### src/rtl/fpcos_ram.sv
// Generic single-port-write, single-port-read synchronous RAM with registered read.
module fpcos_ram #(
   parameter int WIDTH = 8,
   parameter int DEPTH = 16
) (
   input  logic                     clock,
   input  logic                     wr_en,
   input  logic [$clog2(DEPTH)-1:0] wr_addr,
   input  logic [WIDTH-1:0]         wr_data,
   input  logic                     rd_en,
   input  logic [$clog2(DEPTH)-1:0] rd_addr,
   output logic [WIDTH-1:0]         rd_data
);

   logic [WIDTH-1:0] mem [DEPTH];
   logic [WIDTH-1:0] rd_data_ff;

   always_ff @(posedge clock) begin
      if (wr_en) begin
         mem[wr_addr] <= wr_data;
      end
      if (rd_en) begin
         rd_data_ff <= mem[rd_addr];
      end
   end

   assign rd_data = rd_data_ff;

endmodule

### config.mk
export PLATFORM = sky130hd
export DESIGN_NAME = fpcos_ram
export DESIGN_NICKNAME = d
export VERILOG_FILES = /design/src/rtl/fpcos_ram.sv
export SDC_FILE = /design/constraint.sdc
export NUM_CORES = 1
export LEC_CHECK = 0
export ABC_AREA = 1
export BUFFER_PORTS_ARGS = -buffer_cell sky130_fd_sc_hd__buf_2
export CORE_MARGIN = 1.5
export CORE_UTILIZATION = 55
export CTS_CLUSTER_SIZE = 8
export DETAILED_ROUTE_END_ITERATION = 12
export GPL_ROUTABILITY_DRIVEN = 0
export PLACE_DENSITY_LB_ADDON = 0.05
export SETUP_SLACK_MARGIN = 0.5
export SLEW_MARGIN = 5
export SYNTH_ARGS = -nofsm -noshare
export SYNTH_HDL_FRONTEND = slang
export SYNTH_SLANG_ARGS = --single-unit
export TNS_END_PERCENT = 30
### constraint.sdc
create_clock -name clock -period 1.6 [get_ports clock]
set_input_delay 0.4 -clock clock [delete_from_list [all_inputs] [get_ports clock]]
set_output_delay 0.4 -clock clock [all_outputs]
set_load 0.02 [all_outputs]
# Yosys cells after proc, flatten, opt, wreduce, memory -nomap -nowiden
# Memory sizes are Yosys's and may differ from the RTL's. A register that Yosys moved wholly into a read port is not among the register bits.
# Index checks and enable logic that the tools add are counted.
dict set report word_totals {
  ff_bits 0
  ram_bits 128
  input_bits 19
  out_inout_bits 8
  word_cells 3
  mem_count 1
}
# memory depth word_bits read_ports rd_ports_with_merged_regs write_ports line_no
set mem_list {}
lappend mem_list {mem 16 8 1 1 1 15} ;# logic [WIDTH-1:0] mem [DEPTH];
dict set report op_classes {
  muxes 2
}
# cell count
set op_table {}
lappend op_table {{2-to-1 mux 1 bit} 2}

# Longest topological paths before layout
dict set report depth {
  word_depth 2
  depth_mapped 8
}

# Worst setup path after synthesis
# No wires, ideal clock.
dict set report synth_path {
  kind {input-to-reg}
  startpoint {in wr_addr[2]}
  endpoint {mem mem[10][0], enable pin}
  setup_ps 370
  arrival_time_ps 981
  slack_ps 249
  path_stages 2
  path_buffers 0
  path_cell_list {nand3b_1 > nor2_1}
}
# element line_no
set synth_rtl {}
lappend synth_rtl {{start, declared} 8} ;# input logic [$clog2(DEPTH)-1:0] wr_addr,
lappend synth_rtl {{end, declared} 15}
# No word-level cell before the write port.

# Worst setup path after layout
dict set report layout_path {
  startpoint {reg rd_data_ff[4] (netlist: rd_data[4]) (read register of mem)}
  endpoint {out rd_data[4]}
}
# element line_no
set layout_rtl {}
lappend layout_rtl {{start, declared} 16} ;# logic [WIDTH-1:0] rd_data_ff;
lappend layout_rtl {{end, declared} 12} ;# output logic [WIDTH-1:0] rd_data
# No word-level cell between the ends.

==> results_dict.tcl <==
set metrics [dict create \
    synth-adder-area-share_pct 0 \
    largest_net_degree_at_the_start_of_global_routing 34 \
    detail_route.vias_per_cell 5.24 \
    seq_area_frac_synth_pct 69.8 \
    drt.antenna.violating_nets 0 \
    num-nets-final 621 \
    clk_latency_ns 0.52 \
    crit_path_start_kind "flop" \
    first_global_vias 3762 \
    syn_avg_cell_area_um2 10.6 \
    synth.lib_cells_used.distinct 11 \
    number_of_antenna_violations_at_the_first_check_in_global_routing 0 \
    gate_count_after_technology_mapping 551 \
    timing.fmax_mhz 660 \
    maxSlewHeadroom_pct 57.5 \
    path_max_fanout 1 \
    cts.sinks 136 \
    gr_ovfl_total 0 \
    syn_to_final_growth_pct 19.5 \
    ratio_of_cells_with_drive_above_1_in_the_final_layout_pct 17.1 \
    grtUsageTotal_pct 25.8 \
    max-cap-violations 0 \
    synth-simple-area-share_pct 20.8 \
    final.hold.worst_slack_ns 0.243 \
    worst_hold_startpoint "rd_en" \
    wl_per_cell_um 17.8 \
    place_worst_setup_slack_ns -0.0361 \
    antenna_cells_inserted 0 \
    synth-xor-area-share_pct 0 \
    critical_path.endpoint_type "output port" \
    leakage_nw 3.01 \
    synth-compound-area-share_pct 0 \
    outcome "completed" \
    detail_route.drc_violations 0 \
    portBuffers 26 \
    cts_inserted_buffers 17 \
    cts_root_buffer "sky130_fd_sc_hd__clkbuf_8" \
    wl_mm 13.4 \
    hpwlAfterDp_mm 8.43 \
    drv_slew 0 \
    finish.utilization_pct 67.7 \
    die-height_um 106 \
    fillCellCount 817 \
    layout_worst_path_cycle_share_pct 94.7 \
    crit_arrival_ns 1.12 \
    totalPowerFinal_w 0.00852 \
    critPathRequiredTime_ns 1.20 \
    yosysWarningCount 0 \
    timing.setup.tns_ns 0 \
    initial_utilization_pct 56.6 \
    cts_tree "built" \
    top_level_ports 27 \
    worst_path_max_delay_cell "sky130_fd_sc_hd__edfxtp_1" \
    fin_worst_skew_ns 0.00753 \
    die_area_um2 11300 \
    synthDominantCellAreaShare_pct 69.8 \
    setup_ws_ns 0.0847 \
    worstHoldPathType "in2reg" \
    timing.final.hold_violations 0 \
    initial_drc_count 312 \
    hold_path_depth 1 \
    max_clock_buf_depth 2 \
    mapped_nets 570 \
    timing_worst_setup_path_type "reg2out" \
    worst_hold_path.endpoint "rd_data[7]$_DFFE_PP_" \
    dr_total_vias 3932 \
    post_synth_instance_area_um2 5850 \
    worstMarginPinSlew_ns 0.636 \
    timing.reg2reg.setup_slack_ns 0.44 \
    yosys_register_bits 136 \
    rsz0062_at_grt "yes" \
    crit_path_from "rd_data[4]$_DFFE_PP_" \
    power_per_cell_area_nw_per_um2 1220 \
    timing.critical_path.cells "buf_6" \
    die_width_um 106 \
    yosys-mux-area-fraction_pct 0 \
    drt_first_pass_iters 4 \
    htree_levels 4 \
    crit_family "flip-flops" \
    placement_rows 37 \
    worstReg2RegStart "mem[1][7]$_DFFE_PP_" \
    finalSetupViolCount 0 \
    critical_path_buf_inv_count 1 \
    depth_of_the_most_critical_reg_to_reg_path 6 \
    core_um2 10300 \
    period_needed_ns 1.52 \
    worst_reg2reg_endpoint "rd_data[7]$_DFFE_PP_" \
    ir_drop_mv 0.735 \
    grt_pass1_wl_mm 20.9 \
    worst_setup_hold_path_clk_slew_ns 0.06 \
    biggest_cell_delay_along_the_critical_path_ns 0.43 \
    synth.top_cells.by_area "sky130_fd_sc_hd__edfxtp_1 (70%), sky130_fd_sc_hd__nand2_1 (11%), sky130_fd_sc_hd__nand3_1 (8.3%)" \
    dominant_combinational_cell_family_by_area_after_synthesis "simple AND/OR/NAND/NOR gates" \
    yosys.area.top_type "sky130_fd_sc_hd__edfxtp_1" \
]
-- worst max-delay path by stage --
stage	endpoint	slack, ns	cells past startpoint
CTS	rd_data[6]	0.07	1
finish	rd_data[4]	0.08	1
global route	rd_data[4]	0.06	1
floorplan	mem[10][0]$_DFFE_PP_	0.33	2
global placement	rd_data[0]$_DFFE_PP_	-0.03	8
detailed placement	rd_data[5]$_DFFE_PP_	-0.04	6
-- layer usage --
layer / share of wire, % / vias up / GRT usage [%]
met3: 7.1 / 14 / 4.78
li1: - / 1886 / -
met2: 48 / 173 / 39.9
met1: 44 / 1859 / 37.2
met5: 0 / - / 0
met4: 0.99 / 0 / 8.69
-- state kept, by name, summed over array words and instances (netlist names) --
register	count
rd_data	8
mem	128
-- cells in the final DEF (no fill, tap or decap), drive strengths merged --
| cell type | count |
|---|---|
| buf | 56 |
| bufinv | 4 |
| clkbuf | 17 |
| clkinv | 8 |
| clkinvlp | 3 |
| edfxtp | 136 |
| inv | 102 |
| nand2 | 173 |
| nand3 | 97 |
| nand3b | 2 |
| nor2 | 17 |
-- power by group --
part	switching, W	internal, W
Sequential	0.0000275	0.00402
Clock	0.00141	0.00250
Combinational	0.000379	0.000179
-- per-stage QoR --
step | instances | cell area, µm²
after detailed placement | 719 | 6360
after global routing | 751 | 6990
after global placement | 719 | 6360
after floorplan | 551 | 5890
after CTS | 751 | 6980
final | 751 | 6990
-- worst reg2reg max path, stage by stage, from the launching register on --
cell and delay (ns):
sky130_fd_sc_hd__edfxtp_1 0.39, sky130_fd_sc_hd__inv_1 0.07, sky130_fd_sc_hd__nand2_1 0.05, sky130_fd_sc_hd__nand3_1 0.09, sky130_fd_sc_hd__nand3_1 0.14, sky130_fd_sc_hd__nand3_1 0.12, sky130_fd_sc_hd__nand2_1 0.06
-- kinds of logic (layout without fill, tap and decap cells) --
| family | count (synthesis) | count (layout) |
|---|---|---|
| buf+inv | 126 | 190 |
| simple gates | 289 | 289 |
| flops | 136 | 136 |
-- cell type report --
type / instances / area, µm² / area share [%]
tap: 136 / 170 / 2.44
clock buffer: 17 / 414 / 5.93
multi-input combinational: 289 / 1250 / 17.9
sequential: 136 / 4080 / 58.4
clock inverter: 15 / 184 / 2.63
inverter: 102 / 383 / 5.48
timing repair buffer: 56 / 499 / 7.14
-- repair_timing --
action / in CTS / in global routing
setup endpoints to repair: 14 / 16
hold buffers: 0 / 0
resized for setup: 8 / 2
setup buffers: 0 / 0
-- cells in the mapped netlist (all sizes together) --
cell,n
buf,24
edfxtp,136
inv,102
nand2,173
nand3,97
nand3b,2
nor2,17
Power figures use the tool's default switching activity.
